`config.mk`:
```
export PLATFORM = sky130hd
export DESIGN_NAME = text_console_cursor_engine_top
export DESIGN_NICKNAME = d
export VERILOG_FILES = /design/src/tcce_pkg.sv /design/src/tcce_cell.sv /design/src/tcce_decode.sv /design/src/text_console_cursor_engine_top.sv
export VERILOG_INCLUDE_DIRS = /design/src /design/src/src
export SDC_FILE = /design/constraint.sdc
export NUM_CORES = 1
export LEC_CHECK = 0
export BUFFER_PORTS_ARGS = -buffer_cell sky130_fd_sc_hd__buf_2
export CAP_MARGIN = 20
export CORE_MARGIN = 5
export CORE_UTILIZATION = 40
export DETAILED_ROUTE_END_ITERATION = 8
export PLACE_DENSITY_LB_ADDON = 0.25
export SETUP_SLACK_MARGIN = 0.2
export SLEW_MARGIN = 20
export SYNTH_ARGS = -nofsm -noshare
export SYNTH_HDL_FRONTEND = slang
export SYNTH_SLANG_ARGS = --single-unit
```
`constraint.sdc`:
```
create_clock -name clk -period 5.5 [get_ports clk]
set_clock_uncertainty 0.15 [all_clocks]
set_input_delay 1.1 -clock clk [delete_from_list [all_inputs] [get_ports clk]]
set_output_delay 1.1 -clock clk [all_outputs]
set_load 0.02 [all_outputs]
```
`src/text_console_cursor_engine_top_defines.svh`:
```
// Assertion macros shared by the cursor engine RTL.
`ifndef TEXT_CONSOLE_CURSOR_ENGINE_TOP_DEFINES_SVH
`define TEXT_CONSOLE_CURSOR_ENGINE_TOP_DEFINES_SVH

// Check that cons holds in the same cycle as ante.
`define TCCE_ASSERT_NOW(label, ante, cons, msg) \
  label: assert property (@(posedge clk) disable iff (!rst_n) (ante) |-> (cons)) \
    else $error(msg);

// Check that cons holds in the cycle after ante.
`define TCCE_ASSERT_NEXT(label, ante, cons, msg) \
  label: assert property (@(posedge clk) disable iff (!rst_n) (ante) |=> (cons)) \
    else $error(msg);

`endif

```
`src/tcce_pkg.sv`:
```
// Types and constants shared by the cursor engine modules.
package tcce_pkg;

  localparam int MAX_COLS = 128;
  localparam int MAX_ROWS = 64;

  // Effective caps on the column and row limits at register width.
  localparam logic [6:0] COL_CAP = (MAX_COLS > 127) ? 7'd127 : 7'(MAX_COLS);
  localparam logic [5:0] ROW_CAP = (MAX_ROWS > 63) ? 6'd63 : 6'(MAX_ROWS);

  localparam int CHAIN_LEN  = 8;
  localparam int LOAD_SLOTS = 4;
  localparam int LOAD_BASE  = CHAIN_LEN - LOAD_SLOTS;
  localparam int CNT_W      = $clog2(LOAD_SLOTS + 1);

  localparam int CFG_IDX_W  = 3;
  localparam int CFG_DATA_W = 24;

  localparam logic [CFG_IDX_W-1:0] REG_COLUMNS    = 3'd0;
  localparam logic [CFG_IDX_W-1:0] REG_ROWS       = 3'd1;
  localparam logic [CFG_IDX_W-1:0] REG_CURSOR     = 3'd2;
  localparam logic [CFG_IDX_W-1:0] REG_COLOR      = 3'd3;
  localparam logic [CFG_IDX_W-1:0] REG_SCROLL_TOP = 3'd4;

  localparam logic [7:0] CH_CR = 8'd13;
  localparam logic [7:0] CH_LF = 8'd10;
  localparam logic [7:0] CH_BS = 8'd8;

  localparam logic [6:0]  RST_COLUMNS    = 7'd80;
  localparam logic [5:0]  RST_ROWS       = 6'd25;
  localparam logic [7:0]  RST_CURSOR     = 8'd127;
  localparam logic [23:0] RST_COLOR      = 24'd0;
  localparam logic [5:0]  RST_SCROLL_TOP = 6'd4;

  typedef enum logic [1:0] {
    OP_ERASE  = 2'd0,
    OP_DRAW   = 2'd1,
    OP_CLEAR  = 2'd2,
    OP_SCROLL = 2'd3
  } op_t;

  typedef struct packed {
    op_t         op;
    logic [7:0]  glyph;
    logic [5:0]  row;
    logic [6:0]  col;
    logic [23:0] color;
    logic        last;
  } cmd_t;

  typedef struct packed {
    logic valid;
    cmd_t cmd;
  } slot_t;

  typedef struct packed {
    logic [6:0]  columns;
    logic [5:0]  rows;
    logic [7:0]  cursor_glyph;
    logic [23:0] text_color;
    logic [5:0]  scroll_top;
  } cfg_t;

endpackage

```
`src/tcce_cell.sv`:
```
// One cell of the command chain: holds one command and hands it downstream.
module tcce_cell (
  input  logic            clk,
  input  logic            rst_n,
  input  logic            adv_in,
  output logic            adv_out,
  input  logic            ld_en,
  input  tcce_pkg::cmd_t  ld_cmd,
  input  tcce_pkg::slot_t up,
  output tcce_pkg::slot_t q
);

  tcce_pkg::slot_t slot_r;
  tcce_pkg::slot_t slot_nxt;

  // Move when empty or when the downstream cell takes this one.
  assign adv_out = !slot_r.valid || adv_in;
  assign q       = slot_r;

  always_comb begin
    slot_nxt = slot_r;
    if (adv_out) begin
      if (ld_en) begin
        slot_nxt.valid = 1'b1;
        slot_nxt.cmd   = ld_cmd;
      end else begin
        slot_nxt = up;
      end
    end
  end

  always_ff @(posedge clk) begin
    slot_r.cmd <= slot_nxt.cmd;
    if (!rst_n) begin
      slot_r.valid <= 1'b0;
    end else begin
      slot_r.valid <= slot_nxt.valid;
    end
  end

endmodule

```
`src/tcce_decode.sv`:
```
// Character decoder: builds the command list and the next cursor position.
module tcce_decode (
  input  logic            [7:0] char_code,
  input  logic            [5:0] cur_row,
  input  logic            [6:0] cur_col,
  input  tcce_pkg::cfg_t        cfg,
  output tcce_pkg::slot_t       slots [tcce_pkg::LOAD_SLOTS],
  output logic            [5:0] new_row,
  output logic            [6:0] new_col
);

  function automatic tcce_pkg::cmd_t mk(tcce_pkg::op_t op, logic [7:0] g,
                                        logic [5:0] r, logic [6:0] c,
                                        logic [23:0] clr);
    tcce_pkg::cmd_t m;
    m.op    = op;
    m.glyph = g;
    m.row   = r;
    m.col   = c;
    m.color = clr;
    m.last  = 1'b0;
    return m;
  endfunction

  logic [6:0] ncols;
  logic [5:0] nrows;
  logic [6:0] row_inc;
  logic [7:0] col_inc;
  logic       row_sat;
  logic [5:0] row_down;
  logic       col_wrap;
  logic [6:0] col_m1;
  logic [tcce_pkg::CNT_W-1:0] n;
  tcce_pkg::cmd_t cmds [tcce_pkg::LOAD_SLOTS];
  tcce_pkg::cmd_t scroll_cmd;

  always_comb begin
    ncols = (cfg.columns == 7'd0) ? 7'd1 : cfg.columns;
    if (ncols > tcce_pkg::COL_CAP) ncols = tcce_pkg::COL_CAP;
    nrows = (cfg.rows == 6'd0) ? 6'd1 : cfg.rows;
    if (nrows > tcce_pkg::ROW_CAP) nrows = tcce_pkg::ROW_CAP;

    row_inc  = {1'b0, cur_row} + 7'd1;
    row_sat  = row_inc >= {1'b0, nrows};
    row_down = row_sat ? (nrows - 6'd1) : row_inc[5:0];
    col_inc  = {1'b0, cur_col} + 8'd1;
    col_wrap = col_inc >= {1'b0, ncols};
    col_m1   = cur_col - 7'd1;

    scroll_cmd = mk(tcce_pkg::OP_SCROLL, 8'd0, cfg.scroll_top, 7'd0, 24'd0);
    for (int k = 0; k < tcce_pkg::LOAD_SLOTS; k++) cmds[k] = '0;
    cmds[0] = mk(tcce_pkg::OP_ERASE, cfg.cursor_glyph, cur_row, cur_col, 24'd0);
    new_row = cur_row;
    new_col = cur_col;
    n       = tcce_pkg::CNT_W'(1);

    case (char_code)
      tcce_pkg::CH_CR: begin
        new_col = 7'd0;
        cmds[1] = mk(tcce_pkg::OP_DRAW, cfg.cursor_glyph, cur_row, 7'd0, cfg.text_color);
        n = tcce_pkg::CNT_W'(2);
      end
      tcce_pkg::CH_LF: begin
        new_row = row_down;
        if (row_sat) begin
          cmds[1] = scroll_cmd;
          cmds[2] = mk(tcce_pkg::OP_DRAW, cfg.cursor_glyph, row_down, cur_col,
                       cfg.text_color);
          n = tcce_pkg::CNT_W'(3);
        end else begin
          cmds[1] = mk(tcce_pkg::OP_DRAW, cfg.cursor_glyph, row_down, cur_col,
                       cfg.text_color);
          n = tcce_pkg::CNT_W'(2);
        end
      end
      tcce_pkg::CH_BS: begin
        // At column zero only the erase goes out; the cursor stays hidden.
        if (cur_col != 7'd0) begin
          new_col = col_m1;
          cmds[1] = mk(tcce_pkg::OP_CLEAR, 8'd0, cur_row, col_m1, 24'd0);
          cmds[2] = mk(tcce_pkg::OP_DRAW, cfg.cursor_glyph, cur_row, col_m1,
                       cfg.text_color);
          n = tcce_pkg::CNT_W'(3);
        end
      end
      default: begin
        cmds[1] = mk(tcce_pkg::OP_DRAW, char_code, cur_row, cur_col, cfg.text_color);
        new_col = col_wrap ? 7'd0 : col_inc[6:0];
        new_row = col_wrap ? row_down : cur_row;
        if (col_wrap && row_sat) begin
          cmds[2] = scroll_cmd;
          cmds[3] = mk(tcce_pkg::OP_DRAW, cfg.cursor_glyph, row_down, 7'd0,
                       cfg.text_color);
          n = tcce_pkg::CNT_W'(4);
        end else begin
          cmds[2] = mk(tcce_pkg::OP_DRAW, cfg.cursor_glyph, new_row, new_col,
                       cfg.text_color);
          n = tcce_pkg::CNT_W'(3);
        end
      end
    endcase

    for (int k = 0; k < tcce_pkg::LOAD_SLOTS; k++) begin
      slots[k].valid    = tcce_pkg::CNT_W'(k) < n;
      slots[k].cmd      = cmds[k];
      slots[k].cmd.last = tcce_pkg::CNT_W'(k + 1) == n;
    end
  end

endmodule

```
`src/text_console_cursor_engine_top.sv`:
```
// Top level of the text console cursor engine: config, cursor and command chain.
//
// Use: send one character code per item on the in_ channel (in_valid,
// in_stall, in_char_code). Each character yields one to four framebuffer
// commands on the out_ channel (out_valid, out_stall and the command fields);
// out_last marks the final command of a character. Registers are written on
// the cfg_ channel (cfg_valid, cfg_ready, cfg_index, cfg_data) while idle;
// cfg_ready is always high and writes beyond the register list are dropped.
// Path: the first command of a character enters the chain at its fifth cell and
// steps one cell per cycle toward the output while out_stall is low.
// Throughput: the output drains one command per cycle while out_stall is low;
// a new item is taken once, of the four loading cells at the tail of the chain,
// the upper three are empty and the lowest is empty or moving on.
// Reset: rst_n low clears the chain, homes the cursor to row 0, column 0 and
// restores the register defaults (80 columns, 25 rows, cursor glyph 127,
// black text, scroll top row 4).
// Stall: with out_stall high the head command holds, the chain backs up and
// in_stall rises once the loading cells cannot drain.
`include "text_console_cursor_engine_top_defines.svh"

module text_console_cursor_engine_top (
  input  logic                               clk,
  input  logic                               rst_n,
  input  logic                               in_valid,
  output logic                               in_stall,
  input  logic [7:0]                         in_char_code,
  output logic                               out_valid,
  input  logic                               out_stall,
  output logic [1:0]                         out_op,
  output logic [7:0]                         out_glyph,
  output logic [5:0]                         out_cell_row,
  output logic [6:0]                         out_cell_col,
  output logic [23:0]                        out_pixel_color,
  output logic                               out_last,
  input  logic                               cfg_valid,
  output logic                               cfg_ready,
  input  logic [tcce_pkg::CFG_IDX_W-1:0]     cfg_index,
  input  logic [tcce_pkg::CFG_DATA_W-1:0]    cfg_data
);

  localparam int N    = tcce_pkg::CHAIN_LEN;
  localparam int BASE = tcce_pkg::LOAD_BASE;

  tcce_pkg::cfg_t  cfg_r;
  logic [5:0]      cursor_row_r;
  logic [6:0]      cursor_col_r;
  logic [5:0]      row_nxt;
  logic [6:0]      col_nxt;
  tcce_pkg::slot_t load_slots [tcce_pkg::LOAD_SLOTS];
  tcce_pkg::slot_t chain [N];
  logic [N-1:0]    adv;
  logic [N-1:0]    occ;
  logic            in_take;

  // Configuration registers: keep only the low bits of each register.
  assign cfg_ready = 1'b1;

  always_ff @(posedge clk) begin
    if (!rst_n) begin
      cfg_r.columns      <= tcce_pkg::RST_COLUMNS;
      cfg_r.rows         <= tcce_pkg::RST_ROWS;
      cfg_r.cursor_glyph <= tcce_pkg::RST_CURSOR;
      cfg_r.text_color   <= tcce_pkg::RST_COLOR;
      cfg_r.scroll_top   <= tcce_pkg::RST_SCROLL_TOP;
    end else if (cfg_valid && cfg_ready) begin
      case (cfg_index)
        tcce_pkg::REG_COLUMNS:    cfg_r.columns      <= cfg_data[6:0];
        tcce_pkg::REG_ROWS:       cfg_r.rows         <= cfg_data[5:0];
        tcce_pkg::REG_CURSOR:     cfg_r.cursor_glyph <= cfg_data[7:0];
        tcce_pkg::REG_COLOR:      cfg_r.text_color   <= cfg_data[23:0];
        tcce_pkg::REG_SCROLL_TOP: cfg_r.scroll_top   <= cfg_data[5:0];
        default: ;
      endcase
    end
  end

  // Decode the character against the current cursor.
  tcce_decode u_decode (
    .char_code (in_char_code),
    .cur_row   (cursor_row_r),
    .cur_col   (cursor_col_r),
    .cfg       (cfg_r),
    .slots     (load_slots),
    .new_row   (row_nxt),
    .new_col   (col_nxt)
  );

  // Take an item when every cell above the load base is empty and the
  // load base itself moves on this cycle.
  assign in_stall = (|occ[N-1:BASE+1]) || !adv[BASE];
  assign in_take  = in_valid && !in_stall;

  // Advance the cursor on each accepted item.
  always_ff @(posedge clk) begin
    if (!rst_n) begin
      cursor_row_r <= 6'd0;
      cursor_col_r <= 7'd0;
    end else if (in_take) begin
      cursor_row_r <= row_nxt;
      cursor_col_r <= col_nxt;
    end
  end

  // Command chain: cell 0 is the output, new commands load at the tail.
  for (genvar i = 0; i < N; i++) begin : g_cell
    logic            adv_dn;
    logic            ld_en;
    tcce_pkg::cmd_t  ld_cmd;
    tcce_pkg::slot_t up;

    if (i == 0) begin : g_head
      assign adv_dn = !out_stall;
    end else begin : g_body
      assign adv_dn = adv[i-1];
    end

    if (i == N - 1) begin : g_top
      assign up = '0;
    end else begin : g_mid
      assign up = chain[i+1];
    end

    if (i >= BASE) begin : g_load
      assign ld_en  = in_take && load_slots[i-BASE].valid;
      assign ld_cmd = load_slots[i-BASE].cmd;
    end else begin : g_plain
      assign ld_en  = 1'b0;
      assign ld_cmd = '0;
    end

    tcce_cell u_cell (
      .clk     (clk),
      .rst_n   (rst_n),
      .adv_in  (adv_dn),
      .adv_out (adv[i]),
      .ld_en   (ld_en),
      .ld_cmd  (ld_cmd),
      .up      (up),
      .q       (chain[i])
    );

    assign occ[i] = chain[i].valid;
  end

  // Drive the result ports from the head cell.
  assign out_valid       = chain[0].valid;
  assign out_op          = chain[0].cmd.op;
  assign out_glyph       = chain[0].cmd.glyph;
  assign out_cell_row    = chain[0].cmd.row;
  assign out_cell_col    = chain[0].cmd.col;
  assign out_pixel_color = chain[0].cmd.color;
  assign out_last        = chain[0].cmd.last;

  // The first command of every accepted item lands in the load base cell.
  `TCCE_ASSERT_NEXT(a_load_lands, in_take, occ[BASE], "accepted item did not load")
  // A stalled head command holds in place.
  `TCCE_ASSERT_NEXT(a_head_holds, out_valid && out_stall, $stable(chain[0]), "stalled head moved")
  // The cursor column never reaches the register ceiling.
  `TCCE_ASSERT_NOW(a_col_bound, 1'b1, cursor_col_r != 7'd127, "cursor column out of range")

endmodule

```
==> out/results.tsv, run 1 <==
stage	metric	value	unit
sta	Tmin final	4.18	ns
floorplan	I/O pin count	91	
clocking	Reg clk slew, reported paths	0.06	ns
worst_setup_path	R2R setup slack	1.32	ns
layout	share of layout cells above drive strength 1	14.4	%
worst_setup_path	Worst EP required	5.65	ns
floorplan	die height	217	µm
worst_hold_path	Hold Path Class	reg2reg	
sta	Fin Setup TNS	0	ns
clocking	Num CTS Buffers	45	
place	Placed Cells incl. Taps	1836	
layout	# fillers	3774	
floorplan	die footprint	0.0472	mm²
worst_setup_path	CP Cell Sequence	ha_1, nand3_1, xnor2_1, ha_1, a21o_1, a21oi_1, o21ai_1, buf_4, o31ai_1, buf_4, or2_1, buf_4, o21ai_0	
layout	area occupied by multi-input gates	0.00408	mm²
logic_synthesis	Mapped Area	0.0172	mm²
global_route	total track usage	14.0	%
worst_setup_path	most used cell, CP	buf_4	
run_status	status	completed	
worst_setup_path	CP Max Fanout	35	
layout	Area Growth Syn to Fin	15.1	%
drt	Initial DRT Pass Iterations	5	
worst_setup_path	crit path capture	g_cell[6].u_cell.q[35]	
floorplan	Core ar.	0.0428	mm²
drt	per-cell routed wire length	17.3	µm
global_route	initial antenna violation count	5	
drt	via count	9692	
worst_setup_path	Arr. time, crit path	4.34	ns
logic_synthesis	Synth Warn #	0	
logic_synthesis	post-synthesis sequential area ratio	74.1	%
drt	DRT iter0 DRCs	869	
clocking	post-cts sizing count	0	
sta	Setup-failing EPs final	0	
clocking	worst skew pair latency	0.58	ns
logic_synthesis	syn nets	1306	
logic_synthesis	Synth Flop Type	edfxtp_1	
global_route	pin count of the biggest net entering global routing	53	
clocking	Root Driver	clkbuf_16	
sta	Final Cycle Share	76.0	%
drt	# DRC	0	
sta	Hold Fails Final Rpt	0	
logic_synthesis	EDFF count, synth	376	
global_route	gr ovfl total	0	
sta	Worst-Margin Slew	0.895	ns
layout	Non-Filler Instances	1920	
logic_synthesis	Synth Register Bits	448	
logic_synthesis	Synth async-reset ratio	0	%
worst_setup_path	nature of the critical path startpoint	flip-flop	
power	Pwr per Cell Area	378	mW/mm²
sta	Max Freq	239	MHz
worst_setup_path	Crit-path slowest cell	dfxtp_1	
place	IO buf count	89	
floorplan	die width	217	µm
worst_setup_path	reg2reg path depth	13	
worst_setup_path	Crit Reg-Reg Startpoint	cursor_row_r[0]	
logic_synthesis	Netlist cell types	62	
global_route	global-route wire length before repair	53100	µm
worst_setup_path	Crit. End Element	flip-flop	
sta	slew margin rel.	40.2	%
clocking	CTS tree	built	
layout	Seq. cell area	0.0127	mm²
drt	drt via density	5.05	
clocking	H-tree levels	2	
drt	final WL	33300	µm
layout	final non-filler cell area	0.0198	mm²
worst_setup_path	Critical path origin	cursor_row_r[0]	
place	Placed Area	0.0182	mm²
drt	antenna viol nets, final	0	
worst_setup_path	FF-to-FF End	g_cell[6].u_cell.q[35]	
worst_setup_path	CP Class	reg2reg	
floorplan	Row Count	76	
logic_synthesis	syn avg cell area	13.8	µm²
place	GPL Wtd Cong	0.871	
sta	unrepaired setup endpoints after global routing	false	
power	maximum VDD drop	205	µV
clocking	Clock Sinks	448	
floorplan	Starting Density	40.1	%
clocking	Clock Path Buffers	3	
worst_setup_path	Max stage delay on crit path	0.57	ns
clocking	post-CTS setup repair buffer count	0	
clocking	CTS Hold Buffers Added	0	
power	Leak	8.02	nW
place	detailed placement HPWL	22900	µm
sta	max-slew violations	0	
logic_synthesis	Post-Syn Instances	1248	
layout	Final Net Count	1395	
run	max-cap violations	0	
global_route	vias in the first global route	9226	
==> cells in the final DEF (no fill, tap or decap), drive strengths merged, types with 7 or more instances in the layout <==
| cell type | count |
|---|---|
| nor4 | 7 |
| and2 | 62 |
| inv | 30 |
| nand2 | 192 |
| ha | 18 |
| o21ai | 38 |
| buf | 106 |
| clkinv | 13 |
| mux2i | 14 |
| nor3 | 19 |
| nand3 | 23 |
| a21o | 7 |
| nand2b | 7 |
| edfxtp | 376 |
| bufinv | 8 |
| a31oi | 11 |
| xnor2 | 9 |
| a21oi | 71 |
| dfxtp | 72 |
| nor2 | 86 |
| a22o | 56 |
| and3 | 7 |
| or3 | 7 |
| o211ai | 10 |
| clkbuf | 58 |
==> cell usage after synthesis, drive strengths merged, types with 21 or more instances <==
cell type	n	area, µm²
edfxtp	376	11300
inv	29	109
a21oi	71	363
nor2	86	335
and2	62	388
nand2	192	723
buf	21	126
clkbuf	43	161
o21ai	38	201
nand3	23	115
a22o	56	490
dfxtp	72	1440
==> cell type report <==
cell class	instances	area share, %
inverter	29	0.550
antenna	1	0.0127
multi-input combinational	707	20.6
clock inverter	25	1.77
clock buffer	58	6.24
sequential	448	64.4
tap	546	3.45
timing repair buffer	106	2.96
==> worst min-delay path by stage <==
stage                                 startpoint                      to  slack, ns  cells after the start
after detailed placement  g_cell[1].u_cell.q[13]  g_cell[0].u_cell.q[13]       0.25                      0
after global routing      g_cell[2].u_cell.q[23]  g_cell[1].u_cell.q[23]       0.27                      0
final                     g_cell[4].u_cell.q[11]  g_cell[3].u_cell.q[11]       0.27                      0
after CTS                 g_cell[4].u_cell.q[13]  g_cell[3].u_cell.q[13]       0.26                      0
after global placement    g_cell[4].u_cell.q[28]  g_cell[3].u_cell.q[28]       0.25                      0
after floorplan            g_cell[1].u_cell.q[0]   g_cell[0].u_cell.q[0]       0.25                      0
==> registers in the layout, summed over array words and instances (netlist names) <==
name and cells:
cursor_col_r 7, cursor_row_r 6, g_cell.u_cell.q 384, cfg_r 51
==> cell families (layout without fill, tap and decap cells) <==
kind of cell    count (synthesis)  in the layout  synth area share, %
other cells                     1              2               0.0218
simple gates                  426            426                 11.4
fa+ha+maj                      18             18                 1.31
buf+inv                        93            218                 2.31
flops                         448            448                 74.1
mux                            17             17                 1.01
xor+xnor                       15             15                0.765
compound gates                230            230                 9.05
==> layer usage <==
metal | GRT usage, % | part of all wire [%] | up-vias
met5 | 0 | 0.063 | -
li1 | - | - | 4773
met4 | 5.41 | 2.8 | 4
met3 | 3.05 | 6.2 | 71
met2 | 19.7 | 42 | 260
met1 | 21.3 | 48 | 4584
==> report_power, final <==
group / leakage, nW / internal (mW) / total, mW / switching [mW]
combinational: 2.16 / 0.114 / 0.358 / 0.244
clock: 0.770 / 1.97 / 3.21 / 1.24
sequential: 5.08 / 3.85 / 3.91 / 0.0655
==> per-stage QoR <==
stage | setup WS (ns) | power (mW) | util [%] | hold slack [ns]
global route | 0.996 | 7.77 | 46.2 | 0.268
CTS | 1.34 | 7.59 | 46.2 | 0.264
floorplan | 1.22 | 4.21 | - | 0.250
finish | 1.32 | 7.48 | 46.2 | 0.265
global placement | 1.24 | 4.34 | 42.4 | 0.252
detailed placement | 1.33 | 4.35 | 42.5 | 0.255
==> critical path, delay by kind of cell (launching register included) <==
family	cells	cell delay, ns
adders and majority gates	2	0.64
DFF	1	0.57
xor gates and xnor gates	1	0.30
and+or+nand+nor	2	0.58
AOI/OAI and AO/OA	5	0.79
buffers and inverters	3	0.84
Note: power is estimated with default switching activity, not from simulation.
==> run 2: changes to the inputs <==
Clock period 5.5 ns to 4.3 ns, I/O delays scaled along.
==> out/results.tsv, run 2 (same netlist as run 1, synthesis figures left out) <==
stage	metric	value	unit	change
worst_setup_path	CP Class	reg2reg		
clocking	CTS Hold Buffers Added	0		unchanged
clocking	CTS tree	built		
drt	final WL	33500	µm	+0.67%
clocking	post-cts sizing count	0		unchanged
sta	Hold Fails Final Rpt	0		unchanged
worst_setup_path	Worst EP required	4.48	ns	-1.17 ns
layout	# fillers	3796		+0.58%
worst_setup_path	nature of the critical path startpoint	flip-flop		
floorplan	Starting Density	40.1	%	unchanged
worst_setup_path	most used cell, CP	ha_1		
floorplan	Core ar.	0.0428	mm²	unchanged
layout	commonest non-fill, non-tap cells in the layout	edfxtp_1, nand2_1, buf_2, nor2_1, dfxtp_1		
power	maximum VDD drop	310	µV	+51%
clocking	Root Driver	clkbuf_16		
clocking	Num CTS Buffers	45		unchanged
sta	max-slew violations	0		unchanged
drt	via count	9714		+0.23%
global_route	vias in the first global route	9369		+1.5%
sta	Max Freq	259	MHz	+8.4%
sta	Setup-failing EPs final	0		unchanged
layout	area occupied by multi-input gates	0.00409	mm²	+0.18%
run_status	status	completed		
drt	antenna viol nets, final	0		unchanged
sta	Final Cycle Share	89.7	%	+14 points
global_route	GR peak layer	met1		
run	max-cap violations	0		unchanged
layout	max reg flops	384		unchanged
floorplan	Row Count	76		unchanged
drt	Initial DRT Pass Iterations	5		unchanged
worst_hold_path	Hold Path Class	reg2reg		
power	Pwr per Cell Area	470	mW/mm²	+24%
layout	Seq. cell area	0.0127	mm²	unchanged
clocking	H-tree levels	2		unchanged
clocking	Clock Path Buffers	3		unchanged
worst_setup_path	Crit-path slowest cell	dfxtp_1		
sta	Worst-Margin Slew	0.905	ns	+0.00976 ns
layout	Area Growth Syn to Fin	14.9	%	
sta	unrepaired setup endpoints after global routing	false		
drt	drt via density	5.04		-0.24%
sta	Fin Setup TNS	0	ns	unchanged
layout	Final Net Count	1405		+0.72%
global_route	met2 usage	20.7	%	+1.1 points
worst_setup_path	CP Cell Sequence	ha_1, nand3_1, nor2_1, xnor2_1, inv_1, ha_1, a21oi_1, o21a_1, a21o_1, nor2_4, nand2_1, clkinvlp_4, and2_1		
global_route	GR Layer Usage met1	21.0	%	-0.30 points
sta	slew margin rel.	39.5	%	-0.65 points
worst_setup_path	Crit. End Element	flip-flop		
global_route	total track usage	14.1	%	+0.084 points
place	detailed placement HPWL	22800	µm	-0.58%
layout	most common cell after layout, fill and taps aside	edfxtp_1		
floorplan	die width	217	µm	unchanged
power	Leak	8.00	nW	-0.25%
clocking	Clock Sinks	448		unchanged
clocking	worst skew pair latency	0.57	ns	about the same
global_route	global-route wire length before repair	53200	µm	+0.13%
layout	Final Core Density	46.1	%	-0.10 points
worst_setup_path	Max stage delay on crit path	0.53	ns	-0.04 ns
drt	per-cell routed wire length	17.4	µm	+0.20%
global_route	initial antenna violation count	3		-2
worst_setup_path	Arr. time, crit path	4.03	ns	-0.31 ns
floorplan	I/O pin count	91		unchanged
drt	DRT iter0 DRCs	836		-3.8%
worst_setup_path	CP Max Fanout	16		-54%
place	GPL Wtd Cong	0.889		+2.1%
global_route	met3 Use GR	2.92	%	-0.13 points
clocking	post-CTS setup repair buffer count	0		unchanged
layout	share of layout cells above drive strength 1	15.0	%	+0.56 points
drt	# DRC	0		unchanged
place	IO buf count	89		unchanged
floorplan	die height	217	µm	unchanged
floorplan	die footprint	0.0472	mm²	unchanged
sta	Tmin final	3.86	ns	-0.323 ns
global_route	pin count of the biggest net entering global routing	52		-1.9%
global_route	gr ovfl total	0		unchanged
clocking	Reg clk slew, reported paths	0.06	ns	about the same
[run 2: changes by cell type in the layout (fill, tap and decap cells not counted), moves of 2 or more]
cell and delta:
clkbuf_8 -5, bufinv_16 -6, buf_4 +10, clkbuf_1 +4
clkinv_2 +4, o21ai_2 +2, o21ai_1 -2, clkbuf_16 +4
[run 2: layer usage]
layer	up-vias	share of wire [%]
li1	4778	-
met1	4621	48
met2	262	44
met3	51	5.8
met4	2	2.3
met5	-	0.021
[run 2: power by group]
group | total [mW] | internal (mW) | switching (mW)
Combinational | 0.469 | 0.151 | 0.318
Sequential | 5.00 | 4.92 | 0.0820
Clock | 3.81 | 2.23 | 1.58
Total | 9.28 | 7.30 | 1.98
[run 2: critical path: cells and delay by family, from the launching register on]
| family | cells | cell delay [ns] |
|---|---|---|
| and+or+nand+nor | 5 | 0.93 |
| buffers and inverters | 2 | 0.42 |
| DFF | 1 | 0.53 |
| xor gates and xnor gates | 1 | 0.20 |
| AOI/OAI and AO/OA | 3 | 0.77 |
| adders and majority gates | 2 | 0.61 |
[run 2: per-stage QoR]
stage,setup slack [ns],std cells,cell area [µm²],power (mW),hold slack [ns]
global placement,0.463,1845,18200,5.56,0.253
CTS,0.422,1927,19700,9.41,0.261
global route,0.247,1929,19700,9.67,0.266
floorplan,0.263,1248,17200,5.38,0.250
finish,0.443,1929,19700,9.28,0.259
detailed placement,0.443,1845,18200,5.57,0.255
[run 2: final cells by class]
class,instances,area share (%)
sequential,448,64.5
multi-input combinational,707,20.7
clock buffer,62,6.53
tap,546,3.46
timing repair buffer,115,3.25
clock inverter,20,0.907
inverter,29,0.571
timing repair inverter,1,0.0380
antenna,1,0.0127
[run 2: final timing paths]
kind / from / endpoint / slack (ns) / cells after the start
min reg2reg: g_cell[2].u_cell.q[19] / g_cell[1].u_cell.q[19] / 0.26 / 0
max: cursor_col_r[0] / g_cell[7].u_cell.q[9] / 0.44 / 13
min: g_cell[2].u_cell.q[19] / g_cell[1].u_cell.q[19] / 0.26 / 0
max reg2reg: cursor_col_r[0] / g_cell[7].u_cell.q[9] / 0.44 / 13
==> run 3: changes to the inputs <==
Settings changed: CELL_PAD_IN_SITES_DETAIL_PLACEMENT set to 1, CELL_PAD_IN_SITES_GLOBAL_PLACEMENT set to 1, PLACE_DENSITY set to 0.64, PLACE_DENSITY_LB_ADDON 0.25 to not set.
==> out/results.tsv, run 3 (same netlist as run 1, synthesis figures left out) <==
stage	metric	value	unit	change
global_route	global-route wire length before repair	59000	µm	+11%
power	Total Power	9.09	mW	-2.0%
worst_setup_path	Max stage delay on crit path	0.58	ns	+0.05 ns
worst_setup_path	Crit path max-delay family	compound AO/OA/AOI/OAI gates		
layout	ANT cells	0		-1
run_status	status	completed		
global_route	pin count of the biggest net entering global routing	51		-1.9%
drt	drt via density	5.13		+1.9%
sta	Max Freq	260	MHz	+0.48%
clocking	Clock Path Buffers	3		unchanged
drt	antenna viol nets, final	0		unchanged
clocking	CTS tree	built		
worst_setup_path	nature of the critical path startpoint	flip-flop		
clocking	H-tree levels	2		unchanged
clocking	worst skew pair latency	0.57	ns	about the same
sta	Hold Fails Final Rpt	0		unchanged
floorplan	die width	217	µm	unchanged
place	IO buf count	89		unchanged
sta	Fin Setup TNS	0	ns	unchanged
layout	Final Net Count	1405		unchanged
layout	# fillers	4386		+16%
clocking	Reg clk slew, reported paths	0.06	ns	about the same
global_route	initial antenna violation count	1		-2
power	Leak	7.93	nW	-0.86%
worst_setup_path	Crit-path slowest cell	dfxtp_1		
worst_setup_path	WP buf/inv	1		-1
clocking	Root Driver	clkbuf_16		
floorplan	Row Count	76		unchanged
worst_setup_path	CP Cell Sequence	ha_1, nand3_1, xnor2_1, ha_1, a21o_1, a21oi_1, o21ai_2, o31ai_1, or2_1, nor2_2, buf_4, a22o_1		
layout	most common cell after layout, fill and taps aside	edfxtp_1		
worst_setup_path	Crit. End Element	flip-flop		
floorplan	Core ar.	0.0428	mm²	unchanged
clocking	Num CTS Buffers	45		unchanged
layout	Area Growth Syn to Fin	14.2	%	
power	Pwr per Cell Area	464	mW/mm²	-1.4%
sta	Tmin final	3.84	ns	-0.0184 ns
global_route	total track usage	15.7	%	+1.6 points
worst_setup_path	CP Class	reg2reg		
drt	final WL	36700	µm	+9.5%
floorplan	die height	217	µm	unchanged
sta	slew margin rel.	33.2	%	-6.3 points
sta	Worst-Margin Slew	1.00	ns	+0.0949 ns
place	detailed placement HPWL	25500	µm	+12%
sta	Setup-failing EPs final	0		unchanged
power	maximum VDD drop	243	µV	-22%
drt	Initial DRT Pass Iterations	5		unchanged
drt	DRT iter0 DRCs	514		-39%
global_route	gr ovfl total	0		unchanged
worst_setup_path	CP Max Fanout	33		+17
clocking	Clock Sinks	448		unchanged
layout	share of layout cells above drive strength 1	14.1	%	-0.90 points
sta	max-slew violations	0		unchanged
worst_setup_path	Arr. time, crit path	4.00	ns	-0.03 ns
layout	Seq. cell area	0.0127	mm²	unchanged
layout	commonest non-fill, non-tap cells in the layout	edfxtp_1, nand2_1, buf_2, nor2_1, dfxtp_1		
floorplan	Starting Density	40.1	%	unchanged
place	GPL Wtd Cong	0.845		-5.0%
worst_setup_path	Worst EP required	4.47	ns	about the same
drt	via count	9874		+1.6%
worst_hold_path	Hold Path Class	reg2reg		
drt	per-cell routed wire length	19.1	µm	+9.8%
sta	unrepaired setup endpoints after global routing	false		
run	max-cap violations	0		unchanged
sta	Final Cycle Share	89.3	%	-0.43 points
floorplan	I/O pin count	91		unchanged
worst_setup_path	most used cell, CP	ha_1		
global_route	vias in the first global route	10300		+10%
layout	max reg flops	384		unchanged
floorplan	die footprint	0.0472	mm²	unchanged
drt	# DRC	0		unchanged
layout	area occupied by multi-input gates	0.00409	mm²	about the same
==> run 3: cell types whose count changed in the layout (fill, tap and decap cells not counted), moves of 2 or more <==
cell / before / now
clkinv_2: 10 / 2
clkinv_1: 6 / 9
clkbuf_16: 49 / 46
clkinvlp_4: 4 / 2
clkbuf_1: 11 / 19
==> run 3: power breakdown <==
part           internal (mW)  total, mW  switching, mW  leakage (nW)
Combinational          0.152      0.475          0.324          2.19
Sequential              4.92       5.01         0.0890          5.08
Clock                   2.07       3.61           1.54         0.651
Total                   7.14       9.09           1.95          7.93
==> run 3: path summary, 6_finish.rpt <==
path                          start                      to  slack, ns  cells after the start
max                 cursor_row_r[0]   g_cell[6].u_cell.q[8]       0.46                     12
min reg2reg  g_cell[1].u_cell.q[44]  g_cell[0].u_cell.q[44]       0.26                      0
max reg2reg         cursor_row_r[0]   g_cell[6].u_cell.q[8]       0.46                     12
min          g_cell[1].u_cell.q[44]  g_cell[0].u_cell.q[44]       0.26                      0
==> run 3: area by class of cell <==
class / instances / share of cell area (%)
Clock buffer: 67 / 6.37
Tap cell: 546 / 3.48
Sequential cell: 448 / 64.9
Clock inverter: 11 / 0.517
Multi-Input combinational cell: 707 / 20.8
Timing Repair inverter: 1 / 0.0383
Inverter: 29 / 0.574
Timing Repair Buffer: 115 / 3.27
==> run 3: routing by layer <==
metal	vias up	share of wire [%]	GRT usage, %
met5	-	0.019	0
met4	2	2.3	4.49
met3	60	4.4	3.07
met2	190	46	24.6
met1	4857	47	22.6
li1	4765	-	-
==> run 3: metrics by stage <==
stage | cell area (µm²) | std cells | hold WS, ns | utilization, % | worst slack [ns]
floorplan | 17200 | 1248 | 0.250 | - | 0.263
global placement | 18200 | 1845 | 0.253 | 42.6 | 0.477
detailed placement | 18200 | 1845 | 0.255 | 42.6 | 0.325
CTS | 19600 | 1923 | 0.256 | 45.8 | 0.281
global route | 19600 | 1924 | 0.271 | 45.8 | 0.228
finish | 19600 | 1924 | 0.258 | 45.8 | 0.461
==> run 3: worst register-to-register path, stage by stage (launching register included) <==
cell	delay (ns)
dfxtp_1	0.58
ha_1	0.35
nand3_1	0.14
xnor2_1	0.28
ha_1	0.30
a21o_1	0.18
a21oi_1	0.17
o21ai_2	0.19
o31ai_1	0.41
or2_1	0.28
nor2_2	0.06
buf_4	0.24
a22o_1	0.24
==> run 3: repair_timing <==
item / 4_1_cts / 5_1_grt
gates resized for setup: 0 / 7
buffers inserted: 0 / 0
hold buffers: 0 / 0
endpoints found under the setup margin: 0 / 108
